[src/rtl/core/qple_pkg.sv]
// ----------------------------------------------------------------------------
// qple_pkg: shared types and constants of the quoted-printable line encoder
// Character codes, the per-word output plan passed from the front end to the
// back end, the configuration bundle and the hex digit helper.
// ----------------------------------------------------------------------------
package qple_pkg;

  // Character codes
  localparam logic [7:0] CH_LF   = 8'd10;
  localparam logic [7:0] CH_CR   = 8'd13;
  localparam logic [7:0] CH_DOT  = 8'd46;
  localparam logic [7:0] CH_EQ   = 8'd61;
  localparam logic [7:0] PRINT_LO = 8'd32;
  localparam logic [7:0] PRINT_HI = 8'd126;

  // Line limit reset value and floor
  localparam logic [7:0] MAX_LINE_RESET = 8'd75;
  localparam logic [7:0] LIMIT_FLOOR    = 8'd4;

  // Configuration register indexes
  localparam logic [7:0] REG_MAX_LINE  = 8'd0;
  localparam logic [7:0] REG_DOT_STUFF = 8'd1;

  // Most output bytes one input word can cause, and a slot index for them
  localparam int MAX_BYTES = 7;
  localparam int SLOT_W    = $clog2(MAX_BYTES);

  // Body of one input word's output
  typedef enum logic [1:0] {
    K_NONE,
    K_BREAK,
    K_PLAIN,
    K_ESC
  } kind_t;

  // Output plan of one input word
  typedef struct packed {
    logic [1:0] dots;      // held dots to send first: 0, 1 or 2
    kind_t      kind;      // body
    logic       soft_brk;  // soft break after the body
    logic [7:0] data;      // raw byte
  } plan_t;

  // Configuration registers
  typedef struct packed {
    logic [7:0] max_line;
    logic       dot_stuff;
  } cfg_t;

  // Uppercase hex digit of a nibble
  function automatic logic [7:0] hex_digit(input logic [3:0] v);
    logic [7:0] r;
    if (v < 4'd10) begin
      r = 8'd48 + {4'd0, v};
    end else begin
      r = 8'd55 + {4'd0, v};
    end
    return r;
  endfunction

endpackage

[src/rtl/core/quoted_printable_line_encoder.sv]
// ----------------------------------------------------------------------------
// quoted_printable_line_encoder: byte stream quoted-printable encoder
// Encodes raw message bytes with line breaks, soft breaks and dot stuffing.
// ----------------------------------------------------------------------------
// Usage:
//   s_* is the input stream, one raw byte per word; s_tlast marks the final
//   byte of a message and clears line state after it is encoded.
//   m_* is the output stream, one encoded character per word; m_tlast marks
//   the last character caused by one input word. A word that causes nothing
//   (a held dot, the LF of CR LF) produces no output word.
//   cfg_* writes max_line (index 0) and dot_stuff_enable (index 1); write it
//   only while the encoder is idle. cfg_ready is always high.
// Timing:
//   The front end takes one input word per cycle while the plan queue has
//   room. The back end sends one output character per cycle while m_tready
//   is high, so an input word's output time is set by its character count;
//   plain text without soft breaks runs at one word per cycle. After an input
//   word is accepted, its first character passes the queue write and then
//   the output register. When m_tready is low the output word holds, the
//   queue fills, and s_tready drops once QUEUE_DEPTH plans wait.
// Reset:
//   rst clears line state, empties the queue, drops m_tvalid and restores
//   max_line to 75 and dot stuffing to on.
// ----------------------------------------------------------------------------
module quoted_printable_line_encoder #(
  parameter int QUEUE_DEPTH = 4
) (
  input  logic       clk,
  input  logic       rst,
  input  logic       s_tvalid,
  output logic       s_tready,
  input  logic [7:0] s_tdata,   // [7:0] data_byte
  input  logic       s_tlast,   // end_of_data
  output logic       m_tvalid,
  input  logic       m_tready,
  output logic [7:0] m_tdata,   // [7:0] out_byte
  output logic       m_tlast,   // last_of_item
  input  logic       cfg_valid,
  output logic       cfg_ready,
  input  logic [7:0] cfg_index,
  input  logic [7:0] cfg_data
);

  qple_pkg::cfg_t  cfg;
  qple_pkg::plan_t plan_in;
  qple_pkg::plan_t plan_head;
  logic            q_push;
  logic            q_pop;
  logic            q_empty;
  logic            q_full;

  assign cfg_ready = 1'b1;

  // Hold configuration registers
  always_ff @(posedge clk) begin
    if (rst) begin
      cfg.max_line  <= qple_pkg::MAX_LINE_RESET;
      cfg.dot_stuff <= 1'b1;
    end else if (cfg_valid && cfg_ready) begin
      if (cfg_index == qple_pkg::REG_MAX_LINE) begin
        cfg.max_line <= cfg_data;
      end else if (cfg_index == qple_pkg::REG_DOT_STUFF) begin
        cfg.dot_stuff <= cfg_data[0];
      end
    end
  end

  qple_front u_front (
    .clk      (clk),
    .rst      (rst),
    .cfg      (cfg),
    .in_valid (s_tvalid),
    .in_ready (s_tready),
    .in_byte  (s_tdata),
    .in_last  (s_tlast),
    .q_full   (q_full),
    .push     (q_push),
    .plan     (plan_in)
  );

  qple_queue #(
    .DEPTH (QUEUE_DEPTH),
    .WIDTH ($bits(qple_pkg::plan_t))
  ) u_queue (
    .clk       (clk),
    .rst       (rst),
    .push      (q_push),
    .push_data (plan_in),
    .pop       (q_pop),
    .head      (plan_head),
    .empty     (q_empty),
    .full      (q_full)
  );

  qple_back u_back (
    .clk       (clk),
    .rst       (rst),
    .q_empty   (q_empty),
    .head      (plan_head),
    .pop       (q_pop),
    .out_valid (m_tvalid),
    .out_ready (m_tready),
    .out_byte  (m_tdata),
    .out_last  (m_tlast)
  );

endmodule

[src/rtl/core/qple_queue.sv]
// ----------------------------------------------------------------------------
// qple_queue: small plan queue between front end and back end
// Register-based FIFO with a combinational head, so that each side can stall
// on its own.
// ----------------------------------------------------------------------------
module qple_queue #(
  parameter int DEPTH = 4,
  parameter int WIDTH = 8
) (
  input  logic             clk,
  input  logic             rst,
  input  logic             push,
  input  logic [WIDTH-1:0] push_data,
  input  logic             pop,
  output logic [WIDTH-1:0] head,
  output logic             empty,
  output logic             full
);

  localparam int PTR_W = (DEPTH > 1) ? $clog2(DEPTH) : 1;
  localparam int CNT_W = $clog2(DEPTH + 1);
  localparam logic [PTR_W-1:0] LAST_PTR = PTR_W'(DEPTH - 1);
  localparam logic [CNT_W-1:0] DEPTH_CNT = CNT_W'(DEPTH);

  logic [WIDTH-1:0] store [0:DEPTH-1];
  logic [PTR_W-1:0] wr_ptr;
  logic [PTR_W-1:0] rd_ptr;
  logic [CNT_W-1:0] count;

  assign head  = store[rd_ptr];
  assign empty = (count == '0);
  assign full  = (count == DEPTH_CNT);

  // Write the entry at the tail
  always_ff @(posedge clk) begin
    if (push) begin
      store[wr_ptr] <= push_data;
    end
  end

  // Advance pointers and occupancy
  always_ff @(posedge clk) begin
    if (rst) begin
      wr_ptr <= '0;
      rd_ptr <= '0;
      count  <= '0;
    end else begin
      if (push) begin
        wr_ptr <= (wr_ptr == LAST_PTR) ? '0 : wr_ptr + PTR_W'(1);
      end
      if (pop) begin
        rd_ptr <= (rd_ptr == LAST_PTR) ? '0 : rd_ptr + PTR_W'(1);
      end
      if (push && !pop) begin
        count <= count + CNT_W'(1);
      end else if (pop && !push) begin
        count <= count - CNT_W'(1);
      end
    end
  end

endmodule

[src/rtl/core/qple_front.sv]
// ----------------------------------------------------------------------------
// qple_front: input side of the encoder
// Accepts one raw byte per cycle while the queue has room, tracks line
// position, held dot, pending CR, and turns each word into an output plan.
// ----------------------------------------------------------------------------
module qple_front (
  input  logic               clk,
  input  logic               rst,
  input  qple_pkg::cfg_t     cfg,
  input  logic               in_valid,
  output logic               in_ready,
  input  logic [7:0]         in_byte,
  input  logic               in_last,
  input  logic               q_full,
  output logic               push,
  output qple_pkg::plan_t    plan
);

  logic [7:0] line_count;
  logic       dot_held;
  logic       after_cr;

  logic [7:0] line_count_next;
  logic       dot_held_next;
  logic       after_cr_next;

  logic       brk;
  logic       printable;
  logic [7:0] lim;
  logic [7:0] lc_start;
  logic [8:0] cnt;
  logic       accept;

  assign in_ready = !q_full;
  assign accept   = in_valid && in_ready;
  assign push     = accept && ((plan.dots != 2'd0) || (plan.kind != qple_pkg::K_NONE));

  // Classify the byte and work out the next line state
  always_comb begin
    brk = (in_byte == qple_pkg::CH_LF) || (in_byte == qple_pkg::CH_CR);
    printable = (in_byte >= qple_pkg::PRINT_LO) && (in_byte <= qple_pkg::PRINT_HI)
                && (in_byte != qple_pkg::CH_EQ);
    lim = (cfg.max_line < qple_pkg::LIMIT_FLOOR) ? qple_pkg::LIMIT_FLOOR : cfg.max_line;
    lc_start = (dot_held && !brk) ? 8'd1 : line_count;
    cnt = '0;

    plan.dots     = dot_held ? (brk ? 2'd2 : 2'd1) : 2'd0;
    plan.kind     = qple_pkg::K_NONE;
    plan.soft_brk = 1'b0;
    plan.data     = in_byte;

    line_count_next = lc_start;
    dot_held_next   = 1'b0;
    after_cr_next   = 1'b0;

    if (after_cr && (in_byte == qple_pkg::CH_LF)) begin
      // drop the LF of a CR LF pair
      line_count_next = lc_start;
    end else if (brk) begin
      plan.kind       = qple_pkg::K_BREAK;
      line_count_next = '0;
      after_cr_next   = (in_byte == qple_pkg::CH_CR);
    end else if ((lc_start == 8'd0) && (in_byte == qple_pkg::CH_DOT) && cfg.dot_stuff
                 && !in_last) begin
      dot_held_next = 1'b1;
    end else begin
      if (printable) begin
        plan.kind = qple_pkg::K_PLAIN;
        cnt = {1'b0, lc_start} + 9'd1;
      end else begin
        plan.kind = qple_pkg::K_ESC;
        cnt = {1'b0, lc_start} + 9'd3;
      end
      if (cnt >= {1'b0, lim}) begin
        plan.soft_brk   = 1'b1;
        line_count_next = '0;
      end else begin
        line_count_next = cnt[7:0];
      end
    end

    // end of message clears the line state
    if (in_last) begin
      line_count_next = '0;
      dot_held_next   = 1'b0;
      after_cr_next   = 1'b0;
    end
  end

  // Hold line state
  always_ff @(posedge clk) begin
    if (rst) begin
      line_count <= '0;
      dot_held   <= 1'b0;
      after_cr   <= 1'b0;
    end else if (accept) begin
      line_count <= line_count_next;
      dot_held   <= dot_held_next;
      after_cr   <= after_cr_next;
    end
  end

endmodule

[src/rtl/core/qple_back.sv]
// ----------------------------------------------------------------------------
// qple_back: output side of the encoder
// Expands the plan at the queue head into its byte sequence and sends one
// byte per cycle, while out_ready is high, through a registered output stage.
// ----------------------------------------------------------------------------
module qple_back (
  input  logic            clk,
  input  logic            rst,
  input  logic            q_empty,
  input  qple_pkg::plan_t head,
  output logic            pop,
  output logic            out_valid,
  input  logic            out_ready,
  output logic [7:0]      out_byte,
  output logic            out_last
);

  logic [7:0]                  seq [0:qple_pkg::MAX_BYTES-1];
  logic [qple_pkg::SLOT_W-1:0] n;
  logic [qple_pkg::SLOT_W-1:0] slot;
  logic [7:0]                  cur_byte;
  logic                        cur_last;
  logic                        load;

  // Lay out the byte sequence of the head plan
  always_comb begin
    for (int i = 0; i < qple_pkg::MAX_BYTES; i++) begin
      seq[i] = qple_pkg::CH_EQ;
    end
    n = '0;
    if (head.dots != 2'd0) begin
      seq[n] = qple_pkg::CH_DOT;
      n = n + qple_pkg::SLOT_W'(1);
    end
    if (head.dots == 2'd2) begin
      seq[n] = qple_pkg::CH_DOT;
      n = n + qple_pkg::SLOT_W'(1);
    end
    unique case (head.kind)
      qple_pkg::K_BREAK: begin
        seq[n] = qple_pkg::CH_CR;
        seq[n + qple_pkg::SLOT_W'(1)] = qple_pkg::CH_LF;
        n = n + qple_pkg::SLOT_W'(2);
      end
      qple_pkg::K_PLAIN: begin
        seq[n] = head.data;
        n = n + qple_pkg::SLOT_W'(1);
      end
      qple_pkg::K_ESC: begin
        seq[n] = qple_pkg::CH_EQ;
        seq[n + qple_pkg::SLOT_W'(1)] = qple_pkg::hex_digit(head.data[7:4]);
        seq[n + qple_pkg::SLOT_W'(2)] = qple_pkg::hex_digit(head.data[3:0]);
        n = n + qple_pkg::SLOT_W'(3);
      end
      qple_pkg::K_NONE: begin
        n = n;
      end
    endcase
    if (head.soft_brk) begin
      seq[n] = qple_pkg::CH_EQ;
      seq[n + qple_pkg::SLOT_W'(1)] = qple_pkg::CH_CR;
      seq[n + qple_pkg::SLOT_W'(2)] = qple_pkg::CH_LF;
      n = n + qple_pkg::SLOT_W'(3);
    end
  end

  assign cur_byte = seq[slot];
  assign cur_last = (slot == n - qple_pkg::SLOT_W'(1));
  assign load     = !q_empty && (!out_valid || out_ready);
  assign pop      = load && cur_last;

  // Step through the sequence and hold the output word until taken
  always_ff @(posedge clk) begin
    if (rst) begin
      out_valid <= 1'b0;
      slot      <= '0;
    end else begin
      if (!out_valid || out_ready) begin
        out_valid <= !q_empty;
      end
      if (load) begin
        out_byte <= cur_byte;
        out_last <= cur_last;
        slot     <= cur_last ? '0 : slot + qple_pkg::SLOT_W'(1);
      end
    end
  end

endmodule

[config.mk]
export PLATFORM = sky130hd
export DESIGN_NAME = quoted_printable_line_encoder
export DESIGN_NICKNAME = d
export VERILOG_FILES = /design/src/rtl/core/qple_pkg.sv /design/src/rtl/core/quoted_printable_line_encoder.sv /design/src/rtl/core/qple_queue.sv /design/src/rtl/core/qple_front.sv /design/src/rtl/core/qple_back.sv
export SDC_FILE = /design/constraint.sdc
export NUM_CORES = 1
export LEC_CHECK = 0
export ABC_AREA = 0
export BUFFER_PORTS_ARGS = -buffer_cell sky130_fd_sc_hd__buf_2
export CORE_MARGIN = 5
export CORE_UTILIZATION = 37
export DETAILED_ROUTE_END_ITERATION = 8
export GPL_ROUTABILITY_DRIVEN = 0
export HOLD_SLACK_MARGIN = 0.02
export PLACE_DENSITY = 0.56
export SYNTH_ARGS = -nofsm -noshare
export SYNTH_HDL_FRONTEND = slang
export SYNTH_HIERARCHICAL = 1
export SYNTH_SLANG_ARGS = --single-unit
[constraint.sdc]
create_clock -name clk -period 11.56 [get_ports clk]
set_input_delay 1.734 -clock clk [delete_from_list [all_inputs] [get_ports clk]]
set_output_delay 1.734 -clock clk [all_outputs]
set_load 0.03 [all_outputs]
Yosys cells after proc, flatten, opt, wreduce, memory -nomap -nowiden

Memories as Yosys holds them, arrays and structs flattened. A register that Yosys moved wholly into a read port is not among the register bits.
Index checks and enable logic that the tools add are counted.
Widths: inputs -> output; s select.

Bits in registers: 39
Memory bits (writable): 52
Input port bits: 30
Output and inout port bits: 12
Word-level logic and storage cells: 205
Memories kept: 1

Memories:

| memory        | words | width | read ports | clocked after Yosys merged registers in | wr ports | RTL line         | RTL |
|---|---|---|---|---|---|---|---|
| u_queue.store | 4     | 13    | 1          | 1                                       | 1        | qple_queue.sv:25 | `logic [WIDTH-1:0] store [0:DEPTH-1];` |

$add $sub $neg: 19
Order comparisons: 21
Eq/ne operators: 13
Multiplexer cells: 67
Bitwise gates (word level): 31
Reduce and logical (&&, ||, !) cells: 41

Operator list:

| cell                | count |
|---|---|
| $bwmux 56           | 3 |
| $demux 8 s3         | 7 |
| $pmux 56 s3         | 1 |
| $mux 8              | 20 |
| $mux 56             | 2 |
| $and 42x42->42      | 2 |
| $not 42->42         | 2 |
| $and 35x35->35      | 2 |
| $not 35->35         | 2 |
| $or 35x35->35       | 2 |
| $and 21x21->21      | 2 |
| $not 21->21         | 2 |
| $or 21x21->21       | 2 |
| $mux 9              | 4 |
| $ge 4x4->1 const B  | 8 |
| $add 6x4->7 const A | 4 |
| $and 28x28->28      | 1 |
| $lt 4x1->1 const B  | 7 |
| $not 28->28         | 1 |
| $not 3->4           | 7 |
| $or 14x14->14       | 2 |
| $or 28x28->28       | 1 |
| $bmux 8 s3          | 1 |
| $mux 3              | 7 |
| 35 further kinds    | 100 |

Depth between registers and ports, before layout

Gate-level depths: netlist (run 1).

Depth after elaboration: 24
Mapped depth: 24
Gate-level depth less buffers: 22

By module

Netlist (run 1), hierarchy kept.

By module, submodules not included:

| module                        | times used | cells each | area each (um^2) | seq. area each (um^2) |
|---|---|---|---|---|
| qple_back                     | 1          | 378        | 2591.2           | 350.3 |
| qple_queue                    | 1          | 111        | 2322.2           | 1741.7 |
| qple_front                    | 1          | 159        | 1202.4           | 200.2 |
| quoted_printable_line_encoder | 1          | 44         | 440.4            | 180.2 |

Least setup slack after synthesis (run 1)

No wires, ideal clock.

Kind: in2reg
Start: input s_tdata[4]
End: memory u_queue/store[0][8] in the netlist's numbering (data pin)
Setup time: 0.287 ns
Arrival time: 5.156 ns
Data required time: 11.273 ns
Path slack: 6.117 ns
Cell stages on the path: 17
Path buffers: 2
Cell sequence: or4b_1 > buf_6 > a211o_1 > nand2_1 > and2_1 > inv_1 > fa_1 > nor2b_1 > nand4_1 > xor2_1 > nor2_1 > ha_1 > nand2_1 > nor3_1 > a2111oi_0 > clkbuf_1 > a211oi_1

RTL lines:

| what               | RTL line                            | RTL |
|---|---|---|
| start: declaration | quoted_printable_line_encoder.sv:32 | `input logic [7:0] s_tdata,` |
| end: declaration   | qple_queue.sv:25                    |  |

==> metrics.txt, run 1 <==
run status=completed; Relative slew margins=30.74%; final cycle utilization of the critical path=56.83%; number of antenna violations at the first check in global routing=0; Setup TNS Final=0 ns; global-route met2 utilization=29.15%; vertical die dimension=143.1 µm; layout cells sized above 1=14.45%; met1 track demand over resource=21.27%; power density over cell area=229.1 mW/mm²; floorplan die width=143.1 µm; top post-synthesis cells by area=sky130_fd_sc_hd__edfxtp_1 (28%), sky130_fd_sc_hd__dfxtp_1 (9.8%), sky130_fd_sc_hd__ha_1 (4.4%); Arr. time, crit path=6.84 ns; number of nets in the finished design=749; Floorplan Core Area=0.01736 mm²; Clock Pin Slew Worst Setup and Hold Paths=0.07 ns; total number of vias=5,636; startpoint class of the critical path=flip-flop; area of the mapped netlist=0.006556 mm²; GR Util met3=3.516%; data required time at the worst endpoint=11.83 ns; HPWL after detailed placement=12,770 µm; post-CTS resize count=0; net count after synthesis=747; hold violation count in the final report=0; area of all placed cells without fillers=0.007104 mm²; root cell of the clock tree=sky130_fd_sc_hd__clkbuf_16; Yosys cell types=97; prevailing post-synth register cell=sky130_fd_sc_hd__edfxtp_1; wire length of the first global-routing pass=28,410 µm; number of post-CTS setup repair buffers=0; area growth from synthesis to layout=8.359%; Maximum Capacitance Violations=0; leakage component of the power=2.459 nW; count of endpoints failing setup in the final report=0; slew of the pin with the lowest slew margin=1.026 ns; classification of the worst-slack hold path=reg2reg; number of CTS-inserted buffers=9; number of I/O port buffers=40; post-place instance area=0.006770 mm²; cell type contributing the most total cell area after synthesis=sky130_fd_sc_hd__edfxtp_1; synthesis warning total=6; Post-synth top cells=sky130_fd_sc_hd__nor2_1 (65), sky130_fd_sc_hd__edfxtp_1 (61), sky130_fd_sc_hd__nand2_1 (53); library cell with the highest instance count after synthesis=sky130_fd_sc_hd__nor2_1; Post-Synthesis Cells=692; Top Ports=42; number of nets with antenna violations after routing=0; type of destination of the critical path=flip-flop; maximum buffer depth of the clock tree=2; DR vias/cell=6.100; final number of max-transition violations=0; register area share after synthesis=37.71%; H-tree lvl count=3; Global Route Usage Sum=17.43%; routed len/inst=19.16 µm; number of DRC markers in iteration 0=729; final worst path period need=6.570 ns; peak supply drop=94.07 µV; Top Usage Layer GRT=met2; CP Class=reg2reg; initial core utilization=37.77%; post-synthesis async set-or-reset flop share=0%; TritonRoute pass-1 iters=6; clock latency reported for the late side of the worst-skew pair=0.34 ns; residual overflow from global routing=0; Synth top area share=27.94%; FMAX=152.2 MHz; total DRC errors in the routed layout=0; total die area=0.02048 mm²; Hold Buf Count CTS=0; setup repair after global routing missed its margin=no; number of core rows=48; vias in the first global route=5,486; flip-flop and latch count after synthesis=93; pin count of the biggest net entering global routing=36; number of enable-type register cells in the synthesized netlist=61; syn avg cell area=9.474 µm²; # diodes=0; Max FO, Critical Path=30; Finished Core Util=40.93%; total detailed-routing wirelength=17,700 µm; clock tree from TritonCTS=built; clk_skew=0.005413 ns; CTS Sinks=93
[layout make-up]
class	count	area [µm²]
fill	1701	10250
clock buffer	9	225.2
clock inverter	7	108.9
multi-input combinational	515	3674
sequential	93	2472
timing repair buffer	43	222.7
tap	225	281.5
inverter	32	120.1
[metrics by stage]
stage                     setup WS (ns)  total power [mW]  cells  hold slack (ns)
final                             4.990             1.628    924           0.4555
after global routing              4.318             1.725    924           0.4936
after CTS                         4.983             1.616    924           0.4593
after detailed placement          5.011             1.285    908           0.4513
after global placement            5.226             1.282    908           0.4338
after floorplan                   6.117             1.097    692           0.4208
[power breakdown]
group	total [mW]	leakage (nW)	internal [mW]	switching (mW)
Combinational	0.857	1.49	0.304	0.553
Sequential	0.447	0.812	0.406	0.0408
Clock	0.324	0.161	0.193	0.131
[sequential cells by signal, indices dropped and copies added, names as in the netlist, named ones only]
| register | flops |
|---|---|
| cfg | 9 |
| u_back/out_byte | 8 |
| u_back/out_last | 1 |
| u_back/out_valid | 1 |
| u_back/slot | 3 |
| u_front/after_cr | 1 |
| u_front/dot_held | 1 |
| u_front/line_count | 8 |
| u_queue/count | 3 |
| u_queue/rd_ptr | 2 |
| u_queue/store | 52 |
| u_queue/wr_ptr | 2 |
[cells by family (layout without fill, tap and decap cells)]
kind of cell,after synthesis,count (layout),synth area share (%)
AND/OR/NAND/NOR,259,259,21.64
AO/OA/AOI/OAI,189,189,20.31
flip-flops,93,93,37.71
buffers and inverters,84,91,6.278
adder cells (fa/ha/maj),25,25,5.000
multiplexers,24,24,6.336
XOR/XNOR,17,17,2.672
other,1,1,0.05720
[final timing paths]
kind | from | end | slack, ns | cells past startpoint
worst max-delay path | flip-flop | u_queue/count[2] | 4.99 | 20
worst min-delay path | u_front/after_cr | u_front/after_cr | 0.46 | 2
worst max register to register | flip-flop | u_queue/count[2] | 4.99 | 20
worst min register to register | u_front/after_cr | u_front/after_cr | 0.46 | 2
[per-layer routing]
layer / vias to the layer above / part of all wire (%)
met2: 287 / 47
li1: 2618 / -
met1: 2654 / 40
met3: 77 / 7.7
met4: 0 / 4.7
met5: - / 0
[layout by cell type (no fill, tap or decap), drive strengths merged, types with 6 or more instances in the layout]
cell type,synthesis,final
a211oi,15,15
a21oi,42,42
a311oi,7,7
a31oi,9,9
a41oi,6,6
and2,10,10
buf,33,43
clkbuf,19,9
dfxtp,32,32
edfxtp,61,61
ha,23,23
inv,31,33
mux2i,10,10
mux4,13,13
nand2,53,53
nand2b,23,23
nand3,18,18
nand4,10,10
nand4b,7,7
nor2,66,66
nor2b,10,10
nor3,16,16
nor4,6,6
o211ai,7,7
o21ai,36,36
o22ai,10,10
o31ai,8,8
xnor2,11,11
xor2,6,6
[worst max-delay path: stages, from the launching register on]
cell	delay (ns)
sky130_fd_sc_hd__dfxtp_1	0.86
sky130_fd_sc_hd__mux4_2	0.86
sky130_fd_sc_hd__nand2b_1	0.56
sky130_fd_sc_hd__ha_1	0.96
sky130_fd_sc_hd__xnor2_4	0.23
sky130_fd_sc_hd__ha_1	0.43
sky130_fd_sc_hd__nor2b_1	0.23
sky130_fd_sc_hd__nor2_1	0.08
sky130_fd_sc_hd__ha_1	0.19
sky130_fd_sc_hd__xnor2_1	0.13
sky130_fd_sc_hd__xnor2_1	0.25
sky130_fd_sc_hd__nand3_1	0.11
sky130_fd_sc_hd__nand4b_1	0.20
sky130_fd_sc_hd__nor2_1	0.11
sky130_fd_sc_hd__inv_1	0.09
sky130_fd_sc_hd__ha_1	0.18
sky130_fd_sc_hd__inv_1	0.06
sky130_fd_sc_hd__fa_1	0.37
sky130_fd_sc_hd__xor2_1	0.15
sky130_fd_sc_hd__or3_1	0.30
sky130_fd_sc_hd__a21oi_1	0.14
No activity file was read; power rests on OpenSTA's default activity.
==> run 2, diff against run 1 <==
==> constraint.sdc (replaced) <==
create_clock -name clk -period 6.7 [get_ports clk]
set_input_delay 1.005 -clock clk [delete_from_list [all_inputs] [get_ports clk]]
set_output_delay 1.005 -clock clk [all_outputs]
set_load 0.03 [all_outputs]
==> run 2 against run 1 <==
- non-clock buffer count increased by 6
- wire length increased by 2.0%
- setup slack worse by 3.9 ns
- sequential share of layout area shrank 0.15 points
- design area grew 0.44%
- power is 74% higher
- die area is the same
- flip-flop and latch count is the same
==> metrics.txt, run 2 (synthesis results as in run 1) <==
routed len/inst=19.42 µm (+1.4%); largest reg by FF count=u_queue/store; peak supply drop=163.9 µV (+74%); Maximum Capacitance Violations=0 (unchanged); slew of the pin with the lowest slew margin=0.8905 ns (-0.1353 ns); Power, Total=2.835 mW (+74%); FMAX=178.7 MHz (+17%); Finished Core Util=41.11% (+0.18 points); vias in the first global route=5,521 (+0.64%); # placed instances=914 (+0.66%); area growth from synthesis to layout=8.836%; TritonRoute pass-1 iters=6 (unchanged); number of core rows=48 (unchanged); number of CTS-inserted buffers=9 (unchanged); Relative slew margins=39.88% (+9.1 points); clock latency reported for the late side of the worst-skew pair=0.35 ns (about the same); CTS Sinks=93 (unchanged); Top Ports=42 (unchanged); number of nets with antenna violations after routing=0 (unchanged); post-route setup slack=1.104 ns (-3.887 ns); initial core utilization=37.77% (unchanged); root cell of the clock tree=sky130_fd_sc_hd__clkbuf_16; Max FO, Critical Path=30 (unchanged); number of antenna violations at the first check in global routing=0 (unchanged); placement-stage worst setup slack=1.146 ns (-3.865 ns); flop-to-flop setup slack=1.10 ns (-3.89 ns); data required time at the worst endpoint=6.98 ns (-4.85 ns); leakage component of the power=2.482 nW (+0.94%); HPWL after detailed placement=13,070 µm (+2.3%); run status=completed; number of nets in the finished design=755 (+0.80%); Hold Buf Count CTS=0 (unchanged); H-tree lvl count=3 (unchanged); Sequential Area=0.002472 mm² (unchanged); post-CTS resize count=0 (unchanged); maximum buffer depth of the clock tree=2 (unchanged); CP Class=reg2reg; startpoint class of the critical path=flip-flop; clk_skew=0.01187 ns (+0.006459 ns); post-place instance area=0.006815 mm² (+0.67%); Multi-input gate area=0.003674 mm² (unchanged); max FFs per register=52 (unchanged); number of DRC markers in iteration 0=763 (+4.7%); setup repair after global routing missed its margin=no; number of I/O port buffers=40 (unchanged); type of destination of the critical path=flip-flop; Setup TNS Final=0 ns (unchanged); hold violation count in the final report=0 (unchanged); Clock Pin Slew Worst Setup and Hold Paths=0.07 ns (about the same); total detailed-routing wirelength=18,060 µm (+2.0%); residual overflow from global routing=0 (unchanged); count of endpoints failing setup in the final report=0 (unchanged); total DRC errors in the routed layout=0 (unchanged); total die area=0.02048 mm² (unchanged); final number of max-transition violations=0 (unchanged); final worst path period need=5.596 ns (-0.9733 ns); most frequent cells in the layout=sky130_fd_sc_hd__nor2_1 (65), sky130_fd_sc_hd__edfxtp_1 (61), sky130_fd_sc_hd__nand2_1 (53), sky130_fd_sc_hd__a21oi_1 (41), sky130_fd_sc_hd__buf_2 (40); # diodes=0 (unchanged); classification of the worst-slack hold path=reg2reg; floorplan die width=143.1 µm (unchanged); number of post-CTS setup repair buffers=0 (unchanged); pin count of the biggest net entering global routing=36 (unchanged); Fin Hold WS=0.4549 ns (-0.0005710 ns); final cycle utilization of the critical path=83.53% (+27 points); most common cell after layout, fill and taps aside=sky130_fd_sc_hd__nor2_1; Arr. time, crit path=5.88 ns (-0.96 ns); filler instances=1,701 (unchanged); vertical die dimension=143.1 µm (unchanged); DR vias/cell=6.178 (+1.3%); Global Route Usage Sum=17.78% (+0.35 points); power density over cell area=397.3 mW/mm² (+73%); clock tree from TritonCTS=built; Final Instance Count excl. Fillers=930 (+0.65%); area of all placed cells without fillers=0.007136 mm² (+0.44%); Floorplan Core Area=0.01736 mm² (unchanged); layout cells sized above 1=14.89% (+0.44 points); Largest regs=u_queue/store (52), cfg (9); total number of vias=5,746 (+2.0%); wire length of the first global-routing pass=28,960 µm (+1.9%)
==> run 2: cell types whose count changed in the layout (fill, tap and decap cells not counted), sizes merged <==
cell,previous run,this run
buf,43,49
==> run 2: layout make-up <==
cell class	count	share of cell area (%)
inverter	32	1.683
clock buffer	9	3.156
timing repair buffer	49	3.752
sequential	93	34.65
tap	225	3.945
multi-input combinational	515	51.48
clock inverter	7	1.333
==> run 2: layer usage <==
layer,vias to the layer above,wire length (µm),global-route usage [%]
met4,0,835,9.105
met2,318,8510,29.72
met1,2707,7287,21.76
li1,2641,-,-
met3,80,1429,3.550
met5,-,0,0
==> run 2: where the power goes <==
part	internal (mW)	leakage [nW]	switching, mW	total [mW]
sequential	0.701	0.812	0.0430	0.743
combinational	0.540	1.52	1.00	1.54
clock	0.328	0.153	0.224	0.552
total	1.57	2.48	1.27	2.84
==> run 2: path summary, 6_finish.rpt <==
| check | start | depth (start not counted) | endpoint |
|---|---|---|---|
| max | flip-flop | 21 | u_queue/count[2] |
| min | u_front/after_cr | 2 | u_front/after_cr |
| max reg2reg | flip-flop | 21 | u_queue/count[2] |
| min reg2reg | u_front/after_cr | 2 | u_front/after_cr |
==> run 2: critical path: stages, from the launching register on <==
cell	delay, ns
sky130_fd_sc_hd__dfxtp_1	0.31
sky130_fd_sc_hd__buf_4	0.26
sky130_fd_sc_hd__mux4_2	0.80
sky130_fd_sc_hd__or2_1	0.45
sky130_fd_sc_hd__ha_1	0.43
sky130_fd_sc_hd__xnor2_4	0.34
sky130_fd_sc_hd__ha_1	0.35
sky130_fd_sc_hd__nor2b_1	0.23
sky130_fd_sc_hd__nor2_1	0.09
sky130_fd_sc_hd__ha_1	0.19
sky130_fd_sc_hd__xnor2_1	0.13
sky130_fd_sc_hd__xnor2_1	0.23
sky130_fd_sc_hd__nand3_1	0.10
sky130_fd_sc_hd__nand4b_1	0.19
sky130_fd_sc_hd__nor2_1	0.11
sky130_fd_sc_hd__inv_1	0.09
sky130_fd_sc_hd__ha_1	0.18
sky130_fd_sc_hd__inv_1	0.06
sky130_fd_sc_hd__fa_1	0.37
sky130_fd_sc_hd__xor2_1	0.16
sky130_fd_sc_hd__or3_1	0.30
sky130_fd_sc_hd__a21oi_1	0.14
==> run 3, diff against run 2 <==
--- a/config.mk
+++ b/config.mk
@@ -12,7 +12,7 @@
 export DETAILED_ROUTE_END_ITERATION = 8
 export GPL_ROUTABILITY_DRIVEN = 0
 export HOLD_SLACK_MARGIN = 0.02
-export PLACE_DENSITY = 0.56
+export PLACE_DENSITY = 0.58
 export SYNTH_ARGS = -nofsm -noshare
 export SYNTH_HDL_FRONTEND = slang
 export SYNTH_HIERARCHICAL = 1
==> constraint.sdc (replaced) <==
create_clock -name clk -period 4.8 [get_ports clk]
set_input_delay 0.72 -clock clk [delete_from_list [all_inputs] [get_ports clk]]
set_output_delay 0.72 -clock clk [all_outputs]
set_load 0.03 [all_outputs]
==> run 3 against run 2 <==
- setup slack worse by 0.82 ns
- non-clock buffer count up 12
- power up 39%
- fmax up 24%
- wire length down 3.1%
- flip-flop and latch count unchanged
- count of clock-buffer cells in the layout unchanged
- design area up 1.5%
- critical path type unchanged
- largest power group unchanged
==> metrics.txt, run 3 (synthesis results as in run 1) <==
run status=completed; max FFs per register=52 (unchanged); root cell of the clock tree=sky130_fd_sc_hd__clkbuf_16; total DRC errors in the routed layout=0 (unchanged); H-tree lvl count=3 (unchanged); clock tree from TritonCTS=built; HPWL after detailed placement=12,980 µm (-0.67%); worst-case reg-to-reg path depth=20 (-4.8%); routed len/inst=18.57 µm (-4.4%); slew of the pin with the lowest slew margin=0.8608 ns (-0.02971 ns); hold violation count in the final report=0 (unchanged); Arr. time, crit path=4.80 ns (-1.08 ns); number of antenna violations at the first check in global routing=0 (unchanged); type of destination of the critical path=flip-flop; Global Route Usage Sum=17.53% (-0.25 points); vias in the first global route=5,603 (+1.5%); power density over cell area=544.8 mW/mm² (+37%); final worst path period need=4.520 ns (-1.077 ns); total number of vias=5,656 (-1.6%); Fin Hold WS=0.4549 ns (-0.00003500 ns); number of CTS-inserted buffers=9 (unchanged); maximum buffer depth of the clock tree=2 (unchanged); final number of max-transition violations=0 (unchanged); number of DRC markers in iteration 0=547 (-28%); total detailed-routing wirelength=17,500 µm (-3.1%); Clock Pin Slew Worst Setup and Hold Paths=0.07 ns (about the same); floorplan die width=143.1 µm (unchanged); leakage component of the power=2.534 nW (+2.1%); final cycle utilization of the critical path=94.16% (+11 points); filler instances=1,727 (+1.5%); # diodes=0 (unchanged); clock latency reported for the late side of the worst-skew pair=0.35 ns (about the same); Setup TNS Final=0 ns (unchanged); pin count of the biggest net entering global routing=35 (-2.8%); classification of the worst-slack hold path=reg2reg; Relative slew margins=41.88% (+2.0 points); data required time at the worst endpoint=5.08 ns (-1.90 ns); clk_skew=0.007603 ns (-0.004270 ns); DR vias/cell=6.004 (-2.8%); Hold Path Cell Cnt=2 (unchanged); layout cells sized above 1=17.43% (+2.5 points); Hold Buf Count CTS=0 (unchanged); residual overflow from global routing=0 (unchanged); initial core utilization=37.77% (unchanged); count of endpoints failing setup in the final report=0 (unchanged); TritonRoute pass-1 iters=5 (-1); Max FO, Critical Path=6 (-80%); launch instance of the worst min-delay path=u_front/after_cr; area growth from synthesis to layout=10.42%; number of nets with antenna violations after routing=0 (unchanged); largest reg by FF count=u_queue/store; total die area=0.02048 mm² (unchanged); peak supply drop=266.3 µV (+62%); number of core rows=48 (unchanged); FMAX=221.3 MHz (+24%); most common cell after layout, fill and taps aside=sky130_fd_sc_hd__nor2_1; wire length of the first global-routing pass=28,610 µm (-1.2%); # placed instances=925 (+1.2%); vertical die dimension=143.1 µm (unchanged); Final Instance Count excl. Fillers=942 (+1.3%); number of I/O port buffers=40 (unchanged); setup repair after global routing missed its margin=no; most frequent cells in the layout=sky130_fd_sc_hd__nor2_1 (65), sky130_fd_sc_hd__edfxtp_1 (61), sky130_fd_sc_hd__nand2_1 (53), sky130_fd_sc_hd__a21oi_1 (40), sky130_fd_sc_hd__buf_2 (40); Largest regs=u_queue/store (52), cfg (9); Maximum Capacitance Violations=0 (unchanged); Top Ports=42 (unchanged); CP Class=reg2reg; startpoint class of the critical path=flip-flop; Floorplan Core Area=0.01736 mm² (unchanged); CTS Sinks=93 (unchanged); number of nets in the finished design=767 (+1.6%)
run 3: changes by cell type in the layout (fill, tap and decap cells not counted), moves of 2 or more:
cell | previous run | this run
sky130_fd_sc_hd__buf_4 | 9 | 21
sky130_fd_sc_hd__ha_4 | 0 | 2
sky130_fd_sc_hd__bufinv_16 | 2 | 0
sky130_fd_sc_hd__clkinv_1 | 3 | 1
sky130_fd_sc_hd__ha_1 | 23 | 21
run 3: critical path, cell delays in order (launching register included):
cell and delay, ns:
sky130_fd_sc_hd__dfxtp_4 0.40, sky130_fd_sc_hd__mux4_2 0.56, sky130_fd_sc_hd__or2_1 0.30, sky130_fd_sc_hd__ha_4 0.28, sky130_fd_sc_hd__xnor2_4 0.16, sky130_fd_sc_hd__ha_4 0.24, sky130_fd_sc_hd__nor2b_2 0.15, sky130_fd_sc_hd__nor2_1 0.07
sky130_fd_sc_hd__ha_1 0.19, sky130_fd_sc_hd__xnor2_1 0.14, sky130_fd_sc_hd__xnor2_1 0.23, sky130_fd_sc_hd__nand3_1 0.11, sky130_fd_sc_hd__nand4b_1 0.18, sky130_fd_sc_hd__nor2_1 0.10, sky130_fd_sc_hd__inv_1 0.09, sky130_fd_sc_hd__ha_1 0.20
sky130_fd_sc_hd__inv_1 0.08, sky130_fd_sc_hd__fa_1 0.37, sky130_fd_sc_hd__xor2_1 0.16, sky130_fd_sc_hd__or3_1 0.32, sky130_fd_sc_hd__a21oi_1 0.14
run 3: final timing paths:
check / to / slack [ns]
min: u_front/after_cr / 0.45
max: u_queue/count[2] / 0.28
min reg2reg: u_front/after_cr / 0.45
max reg2reg: u_queue/count[2] / 0.28
run 3: per-layer routing:
| metal | wire, µm | share of wire, % | track usage [%] | vias up |
|---|---|---|---|---|
| met4 | 766 | 4.4 | 8.704 | 0 |
| li1 | - | - | - | 2667 |
| met2 | 8346 | 48 | 28.88 | 273 |
| met1 | 7006 | 40 | 21.90 | 2654 |
| met5 | 0 | 0 | 0 | - |
| met3 | 1378 | 7.9 | 3.516 | 62 |
run 3: through the flow:
step / cell area, µm² / power (mW) / utilization [%] / setup slack [ns]
after global placement: 6914 / 3.164 / 39.84 / 0.2751
after global routing: 7239 / 4.194 / 41.71 / 0.02142
after floorplan: 6578 / 2.672 / - / 0.0004516
final: 7239 / 3.944 / 41.71 / 0.2803
after CTS: 7206 / 3.887 / 41.52 / 0.09821
after detailed placement: 6914 / 3.188 / 39.84 / 0.1208
run 3: report_power, final:
part	switching (mW)	internal [mW]
combinational	1.38	0.837
clock	0.323	0.363
sequential	0.0663	0.979
run 3: cell type report:
| cell class | count | area (µm²) | share of cell area, % |
|---|---|---|---|
| Clock buffer | 9 | 225.2 | 3.111 |
| Clock inverter | 7 | 66.31 | 0.9160 |
| Inverter | 32 | 120.1 | 1.659 |
| Multi-Input combinational cell | 515 | 3712 | 51.28 |
| Sequential cell | 93 | 2476 | 34.20 |
| Tap cell | 225 | 281.5 | 3.889 |
| Timing Repair Buffer | 61 | 357.8 | 4.943 |
run 3: repair_timing:
action                                  in CTS  in global routing
gates resized for setup                      0                  4
buffers inserted                             0                  1
endpoints found under the setup margin       0                  2
